<file path="src/pu_pkg.sv">
`default_nettype none
// ----------------------------------------------------------------------------
// pu_pkg
// Shared types, constants and lookup tables of the permutation unranking block.
// ----------------------------------------------------------------------------
package pu_pkg;

  localparam int MAX_ELEMS_DEF = 12;
  localparam int RANK_W        = 29;
  localparam int FIELD_W       = 4;
  localparam int CFG_IDX_W     = 2;
  localparam int CFG_DATA_W    = 4;
  localparam int LIMIT_W       = RANK_W + 1;
  localparam int RECIP_W       = 32;
  localparam int TAB_IDX_W     = 5;

  localparam logic [CFG_IDX_W-1:0] REG_ELEMS_IN_USE = CFG_IDX_W'(0);
  localparam logic [CFG_IDX_W-1:0] REG_ONE_BASED    = CFG_IDX_W'(1);

  localparam logic [FIELD_W-1:0] ELEMS_RESET = FIELD_W'(12);

  typedef struct packed {
    logic [RANK_W-1:0] rank;
  } rank_t;

  typedef struct packed {
    logic [FIELD_W-1:0] position;
    logic [FIELD_W-1:0] element_value;
    logic               last;
    logic               out_of_range;
  } result_t;

  typedef struct packed {
    logic [CFG_IDX_W-1:0]  index;
    logic [CFG_DATA_W-1:0] wdata;
  } cfg_t;

  typedef struct packed {
    logic load;
    logic check;
    logic mul;
    logic fix;
    logic emit_err;
    logic emit;
  } ctrl_cmd_t;

  typedef struct packed {
    logic range_err;
    logic div_done;
    logic emit_last;
    logic out_free;
  } ctrl_sts_t;

  // Factorials 0! to 20!; larger indexes read as saturated.
  localparam logic [63:0] FACT_TAB [0:31] = '{
    64'd1, 64'd1, 64'd2, 64'd6, 64'd24, 64'd120, 64'd720, 64'd5040,
    64'd40320, 64'd362880, 64'd3628800, 64'd39916800, 64'd479001600,
    64'd6227020800, 64'd87178291200, 64'd1307674368000,
    64'd20922789888000, 64'd355687428096000, 64'd6402373705728000,
    64'd121645100408832000, 64'd2432902008176640000,
    64'hFFFF_FFFF_FFFF_FFFF, 64'hFFFF_FFFF_FFFF_FFFF, 64'hFFFF_FFFF_FFFF_FFFF,
    64'hFFFF_FFFF_FFFF_FFFF, 64'hFFFF_FFFF_FFFF_FFFF, 64'hFFFF_FFFF_FFFF_FFFF,
    64'hFFFF_FFFF_FFFF_FFFF, 64'hFFFF_FFFF_FFFF_FFFF, 64'hFFFF_FFFF_FFFF_FFFF,
    64'hFFFF_FFFF_FFFF_FFFF, 64'hFFFF_FFFF_FFFF_FFFF
  };

  // Scaled reciprocals floor((2^32 - 1) / k) for the divisors 1 to 20.
  localparam logic [RECIP_W-1:0] RECIP_TAB [0:31] = '{
    32'd0,
    32'hFFFF_FFFF / 1,  32'hFFFF_FFFF / 2,  32'hFFFF_FFFF / 3,  32'hFFFF_FFFF / 4,
    32'hFFFF_FFFF / 5,  32'hFFFF_FFFF / 6,  32'hFFFF_FFFF / 7,  32'hFFFF_FFFF / 8,
    32'hFFFF_FFFF / 9,  32'hFFFF_FFFF / 10, 32'hFFFF_FFFF / 11, 32'hFFFF_FFFF / 12,
    32'hFFFF_FFFF / 13, 32'hFFFF_FFFF / 14, 32'hFFFF_FFFF / 15, 32'hFFFF_FFFF / 16,
    32'hFFFF_FFFF / 17, 32'hFFFF_FFFF / 18, 32'hFFFF_FFFF / 19, 32'hFFFF_FFFF / 20,
    32'd0, 32'd0, 32'd0, 32'd0, 32'd0, 32'd0, 32'd0, 32'd0, 32'd0, 32'd0, 32'd0
  };

  function automatic logic [LIMIT_W-1:0] fact_sat(input logic [TAB_IDX_W-1:0] n);
    logic [63:0] f;
    f = FACT_TAB[n];
    if (f > 64'(({LIMIT_W{1'b1}}))) begin
      fact_sat = {LIMIT_W{1'b1}};
    end else begin
      fact_sat = f[LIMIT_W-1:0];
    end
  endfunction

endpackage
`default_nettype wire

</file>
<file path="src/pu_stream_if.sv">
`default_nettype none
// ----------------------------------------------------------------------------
// pu_stream_if
// Valid/ready channel that moves one item of the given payload type.
// ----------------------------------------------------------------------------
interface pu_stream_if #(
  parameter type payload_t = logic
) ();
  logic     valid;
  logic     ready;
  payload_t data;

  modport source (output valid, output data, input ready);
  modport sink (input valid, input data, output ready);
endinterface
`default_nettype wire

</file>
<file path="src/pu_ctrl.sv">
`default_nettype none
// ----------------------------------------------------------------------------
// pu_ctrl
// Sequencer that steps the datapath through range check, digit split and
// element emission for one rank at a time.
// ----------------------------------------------------------------------------
module pu_ctrl (
  input  wire logic              clk_i,
  input  wire logic              rst_ni,
  input  wire logic              rank_valid_i,
  output logic                   rank_ready_o,
  input  wire pu_pkg::ctrl_sts_t sts_i,
  output pu_pkg::ctrl_cmd_t      cmd_o
);
  import pu_pkg::*;

  typedef enum logic [2:0] {
    ST_IDLE,
    ST_CHECK,
    ST_MUL,
    ST_FIX,
    ST_ERR,
    ST_EMIT
  } state_e;

  state_e state_q, state_d;

  always_comb begin
    state_d      = state_q;
    cmd_o        = '0;
    rank_ready_o = 1'b0;
    case (state_q)
      ST_IDLE: begin
        rank_ready_o = 1'b1;
        if (rank_valid_i) begin
          cmd_o.load = 1'b1;
          state_d    = ST_CHECK;
        end
      end
      ST_CHECK: begin
        cmd_o.check = 1'b1;
        state_d     = sts_i.range_err ? ST_ERR : ST_MUL;
      end
      ST_MUL: begin
        cmd_o.mul = 1'b1;
        state_d   = ST_FIX;
      end
      ST_FIX: begin
        cmd_o.fix = 1'b1;
        state_d   = sts_i.div_done ? ST_EMIT : ST_MUL;
      end
      ST_ERR: begin
        if (sts_i.out_free) begin
          cmd_o.emit_err = 1'b1;
          state_d        = ST_IDLE;
        end
      end
      ST_EMIT: begin
        if (sts_i.out_free) begin
          cmd_o.emit = 1'b1;
          if (sts_i.emit_last) begin
            state_d = ST_IDLE;
          end
        end
      end
      default: begin
        state_d = ST_IDLE;
      end
    endcase
  end

  always_ff @(posedge clk_i or negedge rst_ni) begin
    if (!rst_ni) begin
      state_q <= ST_IDLE;
    end else begin
      state_q <= state_d;
    end
  end

endmodule
`default_nettype wire

</file>
<file path="src/pu_dp.sv">
`default_nettype none
// ----------------------------------------------------------------------------
// pu_dp
// Datapath: configuration registers, range check, reciprocal divider for the
// factoradic digits, digit store, list of unused elements and result register.
// ----------------------------------------------------------------------------
module pu_dp #(
  parameter int MAX_ELEMS = pu_pkg::MAX_ELEMS_DEF
) (
  input  wire logic              clk_i,
  input  wire logic              rst_ni,
  input  wire logic              cfg_valid_i,
  input  wire pu_pkg::cfg_t      cfg_data_i,
  input  wire pu_pkg::rank_t     rank_data_i,
  input  wire pu_pkg::ctrl_cmd_t cmd_i,
  output pu_pkg::ctrl_sts_t      sts_o,
  output logic                   result_valid_o,
  output pu_pkg::result_t        result_data_o,
  input  wire logic              result_ready_i
);
  import pu_pkg::*;

  localparam int CNT_W = $clog2(MAX_ELEMS + 1);
  localparam int IDX_W = (MAX_ELEMS > 1) ? $clog2(MAX_ELEMS) : 1;
  localparam int PROD_W = RANK_W + RECIP_W;

  logic [FIELD_W-1:0] elems_q;
  logic               one_based_q;

  logic [RANK_W-1:0]  rank_q;
  logic [CNT_W-1:0]   d_q;
  logic [CNT_W-1:0]   d_sel;
  logic               ob_q;
  logic [RANK_W-1:0]  q_q;
  logic [CNT_W-1:0]   div_q;
  logic [PROD_W-1:0]  prod_q;
  logic [IDX_W-1:0]   pos_q;
  logic [IDX_W-1:0]   digit_q  [MAX_ELEMS];
  logic [IDX_W-1:0]   unused_q [MAX_ELEMS];

  logic               out_valid_q;
  result_t            out_q;

  logic [LIMIT_W-1:0] limit;
  logic [LIMIT_W-1:0] rank_ext;
  logic               range_err;
  logic [RANK_W-1:0]  q_est;
  logic [RANK_W-1:0]  q_back;
  logic [RANK_W-1:0]  rem_raw;
  logic [RANK_W-1:0]  div_ext;
  logic               rem_over;
  logic [RANK_W-1:0]  q_next;
  logic [RANK_W-1:0]  rem_fix;
  logic [CNT_W-1:0]   digit_pos;
  logic [IDX_W-1:0]   pick;
  logic [IDX_W-1:0]   elem;
  logic [IDX_W+3:0]   pos_ext;
  logic [CNT_W+3:0]   val_ext;

  always_ff @(posedge clk_i or negedge rst_ni) begin
    if (!rst_ni) begin
      elems_q     <= ELEMS_RESET;
      one_based_q <= 1'b0;
    end else if (cfg_valid_i) begin
      if (cfg_data_i.index == REG_ELEMS_IN_USE) begin
        elems_q <= cfg_data_i.wdata;
      end else if (cfg_data_i.index == REG_ONE_BASED) begin
        one_based_q <= cfg_data_i.wdata[0];
      end
    end
  end

  always_comb begin
    if (elems_q == '0) begin
      d_sel = CNT_W'(1);
    end else if (32'(elems_q) > MAX_ELEMS) begin
      d_sel = CNT_W'(MAX_ELEMS);
    end else begin
      d_sel = CNT_W'(elems_q);
    end
  end

  assign limit    = fact_sat(TAB_IDX_W'(d_q));
  assign rank_ext = {1'b0, rank_q};

  always_comb begin
    if (ob_q) begin
      range_err = (rank_q == '0) || (rank_ext > limit);
    end else begin
      range_err = (rank_ext >= limit);
    end
  end

  assign sts_o.range_err = range_err;

  assign q_est    = prod_q[PROD_W-1:RECIP_W];
  assign q_back   = RANK_W'(q_est * div_q);
  assign rem_raw  = q_q - q_back;
  assign div_ext  = RANK_W'(div_q);
  assign rem_over = (rem_raw >= div_ext);
  assign q_next   = rem_over ? (q_est + RANK_W'(1)) : q_est;
  assign rem_fix  = rem_over ? (rem_raw - div_ext) : rem_raw;
  assign digit_pos = d_q - div_q;

  assign pick    = digit_q[pos_q];
  assign elem    = unused_q[pick];
  assign pos_ext = (IDX_W + 4)'(pos_q);
  assign val_ext = (CNT_W + 4)'(elem) + (CNT_W + 4)'(ob_q);

  assign sts_o.div_done  = (div_q == d_q);
  assign sts_o.emit_last = (CNT_W'(pos_q) == d_q - CNT_W'(1));
  assign sts_o.out_free  = !out_valid_q || result_ready_i;

  always_ff @(posedge clk_i) begin
    if (cmd_i.load) begin
      rank_q <= rank_data_i.rank;
      d_q    <= d_sel;
      ob_q   <= one_based_q;
    end
    if (cmd_i.check) begin
      q_q   <= rank_q - RANK_W'(ob_q);
      div_q <= CNT_W'(1);
      pos_q <= '0;
      for (int j = 0; j < MAX_ELEMS; j++) begin
        unused_q[j] <= IDX_W'(j);
      end
    end
    if (cmd_i.mul) begin
      prod_q <= PROD_W'(q_q) * PROD_W'(RECIP_TAB[TAB_IDX_W'(div_q)]);
    end
    if (cmd_i.fix) begin
      digit_q[IDX_W'(digit_pos)] <= IDX_W'(rem_fix);
      q_q   <= q_next;
      div_q <= div_q + CNT_W'(1);
    end
    if (cmd_i.emit) begin
      for (int j = 0; j + 1 < MAX_ELEMS; j++) begin
        if (IDX_W'(j) >= pick) begin
          unused_q[j] <= unused_q[j + 1];
        end
      end
      pos_q <= pos_q + IDX_W'(1);
    end
  end

  always_ff @(posedge clk_i or negedge rst_ni) begin
    if (!rst_ni) begin
      out_valid_q <= 1'b0;
    end else if (cmd_i.emit || cmd_i.emit_err) begin
      out_valid_q <= 1'b1;
    end else if (result_ready_i) begin
      out_valid_q <= 1'b0;
    end
  end

  always_ff @(posedge clk_i) begin
    if (cmd_i.emit_err) begin
      out_q.position      <= '0;
      out_q.element_value <= '0;
      out_q.last          <= 1'b1;
      out_q.out_of_range  <= 1'b1;
    end else if (cmd_i.emit) begin
      out_q.position      <= pos_ext[FIELD_W-1:0];
      out_q.element_value <= val_ext[FIELD_W-1:0];
      out_q.last          <= sts_o.emit_last;
      out_q.out_of_range  <= 1'b0;
    end
  end

  assign result_valid_o = out_valid_q;
  assign result_data_o  = out_q;

endmodule
`default_nettype wire

</file>
<file path="src/permutation_unrank.sv">
`default_nettype none
// ----------------------------------------------------------------------------
// permutation_unrank
// Decodes a rank into the permutation of d elements that it encodes.
// ----------------------------------------------------------------------------
// A rank is taken when the block is idle. A check state checks it against d!;
// a rank out of range yields a single flagged result. Otherwise the rank is
// split into d factoradic digits by a reciprocal multiplier and a correction
// step, a multiply state and a fix state per digit, and then one result per
// position leaves the output register each cycle that the sink takes it. The
// next rank is taken as soon as the last result of the current one sits in the
// output register. The element count and the one-based mode are sampled when a
// rank is taken.
module permutation_unrank #(
  parameter int MAX_ELEMS = pu_pkg::MAX_ELEMS_DEF
) (
  input  wire logic  clk_i,
  input  wire logic  rst_ni,
  pu_stream_if.sink   cfg_i,
  pu_stream_if.sink   rank_i,
  pu_stream_if.source result_o
);
  import pu_pkg::*;

  ctrl_cmd_t cmd;
  ctrl_sts_t sts;

  assign cfg_i.ready = 1'b1;

  pu_ctrl u_ctrl (
    .clk_i        (clk_i),
    .rst_ni       (rst_ni),
    .rank_valid_i (rank_i.valid),
    .rank_ready_o (rank_i.ready),
    .sts_i        (sts),
    .cmd_o        (cmd)
  );

  pu_dp #(
    .MAX_ELEMS (MAX_ELEMS)
  ) u_dp (
    .clk_i          (clk_i),
    .rst_ni         (rst_ni),
    .cfg_valid_i    (cfg_i.valid),
    .cfg_data_i     (cfg_i.data),
    .rank_data_i    (rank_i.data),
    .cmd_i          (cmd),
    .sts_o          (sts),
    .result_valid_o (result_o.valid),
    .result_data_o  (result_o.data),
    .result_ready_i (result_o.ready)
  );

endmodule
`default_nettype wire

</file>
<file path="src/flat_wrapper.sv">
// flat-port wrapper written by rule: the top's interface ports become plain ports
module permutation_unrank_flat import pu_pkg::*;
#(
  parameter int MAX_ELEMS = pu_pkg::MAX_ELEMS_DEF
)
  (clk_i, rst_ni, cfg_i_valid, cfg_i_data, cfg_i_ready, rank_i_valid, rank_i_data, rank_i_ready, result_o_valid, result_o_data, result_o_ready);
  pu_stream_if #(.payload_t(cfg_t)) cfg_i_i ();
  pu_stream_if #(.payload_t(rank_t)) rank_i_i ();
  pu_stream_if #(.payload_t(result_t)) result_o_i ();
  input  wire logic clk_i;
  input  wire logic rst_ni;
  input wire logic [$bits(cfg_i_i.valid)-1:0] cfg_i_valid;
  input wire logic [$bits(cfg_i_i.data)-1:0] cfg_i_data;
  output wire logic [$bits(cfg_i_i.ready)-1:0] cfg_i_ready;
  input wire logic [$bits(rank_i_i.valid)-1:0] rank_i_valid;
  input wire logic [$bits(rank_i_i.data)-1:0] rank_i_data;
  output wire logic [$bits(rank_i_i.ready)-1:0] rank_i_ready;
  output wire logic [$bits(result_o_i.valid)-1:0] result_o_valid;
  output wire logic [$bits(result_o_i.data)-1:0] result_o_data;
  input wire logic [$bits(result_o_i.ready)-1:0] result_o_ready;
  assign cfg_i_i.valid = cfg_i_valid;
  assign cfg_i_i.data = cfg_i_data;
  assign cfg_i_ready = cfg_i_i.ready;
  assign rank_i_i.valid = rank_i_valid;
  assign rank_i_i.data = rank_i_data;
  assign rank_i_ready = rank_i_i.ready;
  assign result_o_valid = result_o_i.valid;
  assign result_o_data = result_o_i.data;
  assign result_o_i.ready = result_o_ready;
  permutation_unrank #(.MAX_ELEMS(MAX_ELEMS)) u_core (.clk_i(clk_i), .rst_ni(rst_ni), .cfg_i(cfg_i_i), .rank_i(rank_i_i), .result_o(result_o_i));
endmodule
</file>
<file path="config.mk">
export PLATFORM = sky130hd
export DESIGN_NAME = permutation_unrank_flat
export DESIGN_NICKNAME = d
export VERILOG_FILES = /design/src/pu_pkg.sv /design/src/pu_stream_if.sv /design/src/pu_ctrl.sv /design/src/pu_dp.sv /design/src/permutation_unrank.sv /design/src/flat_wrapper.sv
export SDC_FILE = /design/constraint.sdc
export NUM_CORES = 2
export LEC_CHECK = 0
export ABC_CLOCK_PERIOD_IN_PS = 13210
export BUFFER_PORTS_ARGS = -buffer_cell sky130_fd_sc_hd__buf_4
export CAP_MARGIN = 15
export CORE_ASPECT_RATIO = 0.75
export CORE_MARGIN = 4
export CORE_UTILIZATION = 67
export DETAILED_ROUTE_END_ITERATION = 7
export PLACE_DENSITY = 0.84
export SETUP_SLACK_MARGIN = 0.5
export SYNTH_ARGS = -nofsm -noshare
export SYNTH_HDL_FRONTEND = slang
export SYNTH_HIERARCHICAL = 1
export SYNTH_SLANG_ARGS = --single-unit
</file>
<file path="constraint.sdc">
create_clock -name clk_i -period 13.21 [get_ports clk_i]
set_clock_uncertainty 0.05 [all_clocks]
set_input_delay 0.6605 -clock clk_i [delete_from_list [all_inputs] [get_ports clk_i]]
set_output_delay 0.6605 -clock clk_i [all_outputs]
set_load 0.02 [all_outputs]
</file>
# After elaboration in Yosys (flattened, before gate mapping)
# Memory sizes are Yosys's and may differ from the RTL's. A register that Yosys moved wholly into a read port is not among the register bits.
# Cells that the tools add are included.
[totals] reg_bits=151 latchBits=0 mem_bits_rw=96 romBits=3072 in_bits=40 output_inout_bits=13 word_cells=172 mem_count=4
[memory_table] name="(name not given)" depth=32 word_bits=64 read_ports=1 rd_ports_with_merged_regs=0 wr=0 line_no="pu_pkg.sv:80" text="f = FACT_TAB[n];"
[memory_table] name="(name not given)" depth=32 word_bits=32 read_ports=1 rd_ports_with_merged_regs=0 wr=0 line_no="pu_dp.sv:129" text="prod_q <= PROD_W'(q_q) * PROD_W'(RECIP_TAB[TAB_IDX_W'(div_q)]);"
[memory_table] name="u_core.u_dp.digit_q" depth=12 word_bits=4 read_ports=1 rd_ports_with_merged_regs=1 wr=1 line_no="pu_dp.sv:38" text="logic [IDX_W-1:0] digit_q [MAX_ELEMS];"
[memory_table] name="u_core.u_dp.unused_q" depth=12 word_bits=4 read_ports=12 rd_ports_with_merged_regs=0 wr=12 line_no="pu_dp.sv:39" text="logic [IDX_W-1:0] unused_q [MAX_ELEMS];"
[op_classes] n_addsub=9 multipliers=2 div_mod_pow=0 order_cmp=18 eq_ne=12 n_shift=0 n_mux=82 n_bitwise=14 reduce_logical=15
[op_table] op="two-way mux 64 bit" count=2
[op_table] op="two-way mux 29 bit" count=3
[op_table] op="two-way mux 4 bit" count=18
[op_table] op="greater-than comparator 64 x 30 -> 1 bit, second input constant" count=1
[op_table] op="two-way mux 32 bit" count=2
[op_table] op="multiplier 29 x 32 -> 61 bit" count=1
[op_table] op="two-way mux 1 bit" count=49
[op_table] op="greater-or-equal comparator 29 x 30 -> 1 bit" count=1
[op_table] op="greater-than comparator 29 x 30 -> 1 bit" count=1
[op_table] op="two-way mux 30 bit" count=1
[op_table] op="adder 29 x 1 -> 29 bit, second input constant" count=1
[op_table] op="greater-or-equal comparator 29 x 4 -> 1 bit" count=1
[op_table] op="logical NOT 29 bit" count=1
[op_table] op="multiplier 29 x 4 -> 29 bit" count=1
[op_table] op="subtractor 29 x 1 -> 29 bit" count=1
[op_table] op="subtractor 29 bit" count=1
[op_table] op="two-way mux 3 bit" count=6
[op_table] op="case mux 3 bit (6 select lines)" count=1
[op_table] op="greater-or-equal comparator 3 x 4 -> 1 bit, first input constant" count=4
[op_table] op="greater-or-equal comparator 4 bit, first input constant" count=3
[op_table] op="greater-or-equal comparator 6 bit, second input constant" count=2
[op_table] op="NOT 4 -> 6 bit" count=2
[op_table] op="bitwise OR 1 bit" count=11
[op_table] op="adder 4 x 1 -> 4 bit, second input constant" count=2
[op_table] op="24 further kinds" count=36

# Logic depth before layout (Yosys ltp)
[logic_depth] ltp_word=11 depth_mapped=38 ltp_nobuf=34

# Hierarchy
# Netlist, hierarchy kept.
[modules_own_cells] mod="pu_dp" n_inst=1 cells_per_inst=4375 area_each_um2=42409.4 seq_area_each_um2=5988.2
[modules_own_cells] mod="pu_ctrl" n_inst=1 cells_per_inst=26 area_each_um2=226.5 seq_area_each_um2=75.1
[modules_own_cells] mod="permutation_unrank" n_inst=1 cells_per_inst=2 area_each_um2=11.3 seq_area_each_um2=0.0

# Worst setup path after synthesis
# No wires, ideal clock.
[synth_timing] path_type="reg2reg" start="register u_core.u_dp.div_q[0]" end="register u_core.u_dp.prod_q[60], data pin" setup_ns=0.264 arrival_time_ns=9.316 required_ns=12.896 slack_ns=3.580 path_stages_with_launch=36 path_buffers=5 synth_period_minus_slack_ns=9.630 path_cell_list="edfxtp_1 -> buf_4 -> clkbuf_1 -> buf_1 -> inv_1 -> ha_1 -> inv_1 -> o21ai_0 -> a21oi_1 -> clkbuf_1 -> clkbuf_1 -> nand2_1 -> fa_1 -> inv_1 -> fa_1 -> inv_1 -> fa_1 -> fa_1 -> inv_1 -> fa_1 -> fa_1 -> fa_1 -> inv_1 -> fa_1 -> inv_1 -> ha_1 -> a21o_1 -> o21bai_1 -> a2111oi_0 -> nor3_1 -> a211oi_2 -> a21oi_1 -> a2111oi_4 -> nor4_1 -> nor4b_1 -> nor3b_1"
[synth_via] elab_chain_cells=5
[synth_lines] item="start, declared" line_no="pu_dp.sv:35" text="logic [CNT_W-1:0] div_q;"
[synth_lines] item="start signal, assigned" line_no="pu_dp.sv:134" text="div_q <= div_q + CNT_W'(1);"
[synth_lines] item="NOT 4 -> 6 bit (not written as such)" line_no="pu_dp.sv:129"
[synth_lines] item="memory (32 x 32 bit)"
[synth_lines] item="two-way mux 32 bit (not written as such) (2 in series)" line_no="pu_dp.sv:129"
[synth_lines] item="multiplier 29 x 32 -> 61 bit" line_no="pu_dp.sv:129"
[synth_lines] item="end signal, assigned" line_no="pu_dp.sv:129"
[synth_lines] item="end, declared" line_no="pu_dp.sv:36" text="logic [PROD_W-1:0] prod_q;"
# No other way between the ends. The select of a mux whose other input is x is not followed.
# A chain may end at the register's enable or synchronous reset.

# Worst setup path in the final report
[layout_timing] start="register u_core.u_dp.div_q[2]" end="register u_core.u_dp.prod_q[60], data pin"
# The elaborated chain is that of the path after synthesis.

==> load_flow_metrics.sql <==
INSERT INTO impl_metrics (metric_group, metric, value, unit) VALUES
('status', 'run_status', 'complete, no violations', ''),
('clock_network', 'cts_tree', 'done', ''),
('worst_setup_path', 'slowest_stage', 'sky130_fd_sc_hd__a211oi_2', ''),
('global_route', 'grt_max_degree', '61', ''),
('worst_setup_path', 'cp_slowest_stage_delay', '0.83', 'ns'),
('drt', 'remaining_drc_errors', '0', ''),
('global_route', 'antenna_violations_before_repair', '3', ''),
('drt', 'detail-route-antenna-nets', '0', ''),
('sta', 'timing_hold_violations_final', '0', ''),
('floorplanning', 'die_area', '67800', 'sq um'),
('floorplanning', 'fp-row-count', '79', ''),
('run', 'count_of_maximum_capacitance_violations', '0', ''),
('drt', 'vias', '32000', ''),
('floorplanning', 'chipWidth', '299', 'microns'),
('layout', 'finalInstanceArea', '44500', 'sq um'),
('clock_network', 'cts.repair.resized', '0', ''),
('worst_setup_path', 'worstPathRequired', '13.42', 'ns'),
('synthesis', 'synth_edf_count', '185', ''),
('layout', 'area_growth', '4.32', '%'),
('sta', 'timing.max_slew.rel_slack', '13.3', '%'),
('sta', 'tns', '0', 'ns'),
('synthesis', 'synthesis.nets', '5658', ''),
('sta', 'timing.final.crit_share', '82.7', '%'),
('worst_setup_path', 'startpoint_type', 'flop', ''),
('synthesis', 'syn-instance-count', '4403', ''),
('synthesis', 'async_flop_share', '4.33', '%'),
('global_route', 'globalRoute.totalOverflow', '0', ''),
('worst_setup_path', 'worst_setup_path_startpoint', 'u_core/u_dp/div_q[2]', ''),
('worst_setup_path', 'crit_path_max_fanout', '38', ''),
('sta', 'rsz0062_at_grt', 'false', ''),
('clock_network', 'cts-root-buf', 'sky130_fd_sc_hd__clkbuf_16', ''),
('placement', 'post_dp_cell_area', '43800', 'sq um'),
('synthesis', 'synth_top_flop_cell', 'sky130_fd_sc_hd__edfxtp_1', ''),
('clock_network', 'cts_htree_levels', '1', ''),
('synthesis', 'synth-seq-cells', '208', ''),
('synthesis', 'synth_sequential_area_ratio', '14.2', '%'),
('drt', 'totalWireLength', '125', 'mm'),
('placement', 'io_buffers', '51', ''),
('synthesis', 'synth.avg_cell_area', '9.69', 'sq um'),
('floorplanning', 'floorplan.initialDensity', '68.2', '%'),
('worst_setup_path', 'critical_path_class', 'flop to flop', ''),
('floorplanning', 'floorplan.core_area', '62600', 'sq um'),
('drt', 'drt_iter0_drc', '3611', ''),
('clock_network', 'clk_pin_slew_worst_setup_hold_paths', '0.08', 'ns'),
('floorplanning', 'ioPinCount', '53', ''),
('sta', 'period_minus_slack', '10.93', 'ns'),
('clock_network', 'insertion_delay', '0.53', 'ns'),
('sta', 'finalMaxSlewViolations', '0', ''),
('clock_network', 'cts_buffers', '19', ''),
('sta', 'timing_worst_slew_pin_value', '1.30', 'ns'),
('worst_setup_path', 'r2r_cells', '28', ''),
('drt', 'first_pass_iters', '6', ''),
('synthesis', 'synth_cell_types', '91', ''),
('global_route', 'grt_pass1_vias', '33600', ''),
('worst_setup_path', 'critPathArrivalTime', '11.14', 'ns'),
('synthesis', 'yosysWarnings', '6', ''),
('clock_network', 'cts.sink_count', '208', ''),
('worst_setup_path', 'timing.critical_path.to_type', 'flop', ''),
('drt', 'drt-vias-per-instance', '6.14', ''),
('synthesis', 'syn-cell-area', '42600', 'sq um'),
('layout', 'post_route_cells_drive_above_1_share', '4.96', '%'),
('drt', 'routedWlPerCell', '24.0', 'microns'),
('floorplanning', 'chipHeight', '226', 'microns'),
('sta', 'max_freq', '91.5', 'MHz'),
('worst_hold_path', 'hold_path.startpoint', 'rank_i_data[3]', ''),
('sta', 'setup_violations', '0', ''),
('global_route', 'first_pass_grt_wire_length', '196', 'mm'),
('worst_hold_path', 'holdCritPathClass', 'primary input to flop', ''),
('layout', 'design.final.nets', '5600', ''),
('worst_setup_path', 'reg2reg_from', 'u_core/u_dp/div_q[2]', ''),
('global_route', 'grt.total_usage', '38.3', '%'),
('clock_network', 'cts-root-to-sink-buffers', '3', ''),
('placement', 'finalWeightedCongestion', '1.05', ''),
('layout', 'nFillCells', '4562', ''),
('worst_hold_path', 'min_path_cells', '1', ''),
('worst_setup_path', 'crit_path_frequent_cell', 'sky130_fd_sc_hd__fa_1', ''),
('placement', 'post-dp-hpwl', '102', 'mm');
## cells in the final DEF (no fill, tap or decap), types with 36 or more instances in the layout
| cell | count |
|---|---|
| sky130_fd_sc_hd__and2_1 | 257 |
| sky130_fd_sc_hd__nand2_1 | 528 |
| sky130_fd_sc_hd__buf_4 | 109 |
| sky130_fd_sc_hd__xor2_1 | 39 |
| sky130_fd_sc_hd__edfxtp_1 | 185 |
| sky130_fd_sc_hd__inv_1 | 995 |
| sky130_fd_sc_hd__nor2_1 | 165 |
| sky130_fd_sc_hd__nor3_1 | 36 |
| sky130_fd_sc_hd__o21ai_0 | 65 |
| sky130_fd_sc_hd__ha_1 | 350 |
| sky130_fd_sc_hd__a21o_1 | 50 |
| sky130_fd_sc_hd__and3_1 | 41 |
| sky130_fd_sc_hd__xnor2_1 | 61 |
| sky130_fd_sc_hd__nand3_1 | 40 |
| sky130_fd_sc_hd__a21oi_1 | 92 |
| sky130_fd_sc_hd__fa_1 | 865 |
## per-layer routing
layer / routed length, microns / vias up / track usage [%] / part of all wire (%)
met5: 66 / - / 0 / 0.053
met4: 6390 / 6 / 14.5 / 5.1
met3: 20300 / 454 / 16.8 / 16
met2: 50400 / 2288 / 53.6 / 40
met1: 47800 / 15700 / 53.2 / 38
li1: - / 13500 / - / -
## worst max-delay path: cells and delay by family (launching register included)
| family | cells | cell delay, ns |
|---|---|---|
| AO/OA/AOI/OAI | 6 | 2.53 |
| adder cells (fa/ha/maj) | 9 | 4.43 |
| buffers and inverters | 6 | 1.00 |
| flip-flops | 1 | 0.61 |
| AND/OR/NAND/NOR | 7 | 2.06 |
## stage by stage
| stage | instances | utilization, % | setup slack [ns] | hold WS [ns] |
|---|---|---|---|---|
| after floorplan | 4403 | - | 3.58 | 0.315 |
| after global placement | 5172 | 70.1 | 2.75 | 0.383 |
| after detailed placement | 5172 | 70.1 | 2.45 | 0.384 |
| final | 5209 | 71.1 | 2.28 | 0.255 |
| after CTS | 5207 | 71.1 | 2.43 | 0.249 |
| after global routing | 5208 | 71.1 | 1.70 | 0.245 |
## cells in the mapped netlist (17+ instances only)
cell / n / area (sq um)
sky130_fd_sc_hd__inv_1: 995 / 3730
sky130_fd_sc_hd__fa_1: 865 / 17300
sky130_fd_sc_hd__nand2_1: 529 / 1990
sky130_fd_sc_hd__ha_1: 350 / 4380
sky130_fd_sc_hd__and2_1: 257 / 1610
sky130_fd_sc_hd__edfxtp_1: 185 / 5560
sky130_fd_sc_hd__nor2_1: 166 / 623
sky130_fd_sc_hd__clkbuf_1: 157 / 589
sky130_fd_sc_hd__a21oi_1: 95 / 475
sky130_fd_sc_hd__o21ai_0: 68 / 340
sky130_fd_sc_hd__xnor2_1: 62 / 543
sky130_fd_sc_hd__a21o_1: 50 / 375
sky130_fd_sc_hd__and3_1: 41 / 257
sky130_fd_sc_hd__nand3_1: 40 / 200
sky130_fd_sc_hd__xor2_1: 39 / 342
sky130_fd_sc_hd__nor3_1: 37 / 185
sky130_fd_sc_hd__a31oi_1: 31 / 194
sky130_fd_sc_hd__nand4_1: 28 / 175
sky130_fd_sc_hd__or3_1: 25 / 156
sky130_fd_sc_hd__mux2i_1: 24 / 240
sky130_fd_sc_hd__nand2b_1: 23 / 144
sky130_fd_sc_hd__mux4_2: 20 / 450
sky130_fd_sc_hd__nor2b_1: 18 / 113
sky130_fd_sc_hd__o21a_1: 17 / 128
sky130_fd_sc_hd__o21bai_1: 17 / 128
## final cells by class
cell class	count	area (sq um)	share of cell area [%]
clock inverter	11	139	0.312
multi-input combinational	3009	32200	72.3
timing repair buffer	111	836	1.88
antenna	1	2.50	0.00562
sequential	208	6060	13.6
clock buffer	23	490	1.10
inverter	996	3740	8.40
tap	850	1060	2.39
## state kept, by name, indices dropped and copies added, names as in the netlist, named ones only
register,cells
u_core/u_dp/div_q,4
u_core/u_dp/digit_q,48
u_core/u_dp/pos_q,4
u_core/u_dp/d_q,4
u_core/u_dp/one_based_q,1
u_core/u_dp/elems_q,4
u_core/u_dp/result_valid_o,1
u_core/u_dp/result_data_o,10
u_core/u_dp/ob_q,1
u_core/u_dp/rank_q,29
u_core/u_dp/unused_q,37
u_core/u_dp/q_q,29
u_core/u_dp/prod_q,29
u_core/u_ctrl/state_q,3
## what timing repair did
| action | in CTS | in global routing |
|---|---|---|
| hold buffers | 1 | 0 |
| hold endpoints to repair | 7 | 0 |
| buffers inserted | 0 | 0 |
## logic make-up (layout without fill, tap and decap cells)
kind of cell               Yosys count  count (layout)  share of synthesized area [%]
buffers and inverters             1186            1141                           10.6
AOI/OAI and AO/OA                  400             400                           6.26
muxes                               55              55                           1.92
DFF                                208             208                           14.2
xor gates and xnor gates           102             102                           2.13
adders and majority gates         1215            1215                           50.9
other                                1               2                        0.00879
and+or+nand+nor                   1236            1236                           14.0
## path summary, 6_finish.rpt
| kind | to | slack (ns) |
|---|---|---|
| worst max register to register | u_core/u_dp/prod_q[60] | 2.28 |
| min in group asynchronous | u_core/u_dp/elems_q[1] | 0.48 |
| worst min-delay path | u_core/u_dp/rank_q[3] | 0.25 |
| worst max-delay path | u_core/u_dp/prod_q[60] | 2.28 |
| max in group asynchronous | u_core/u_dp/elems_q[3] | 12.40 |
| worst min register to register | u_core/u_dp/ob_q | 0.40 |
Power is not shown: default switching activity piles up to over one toggle a cycle in this logic, so the estimate is an artifact.
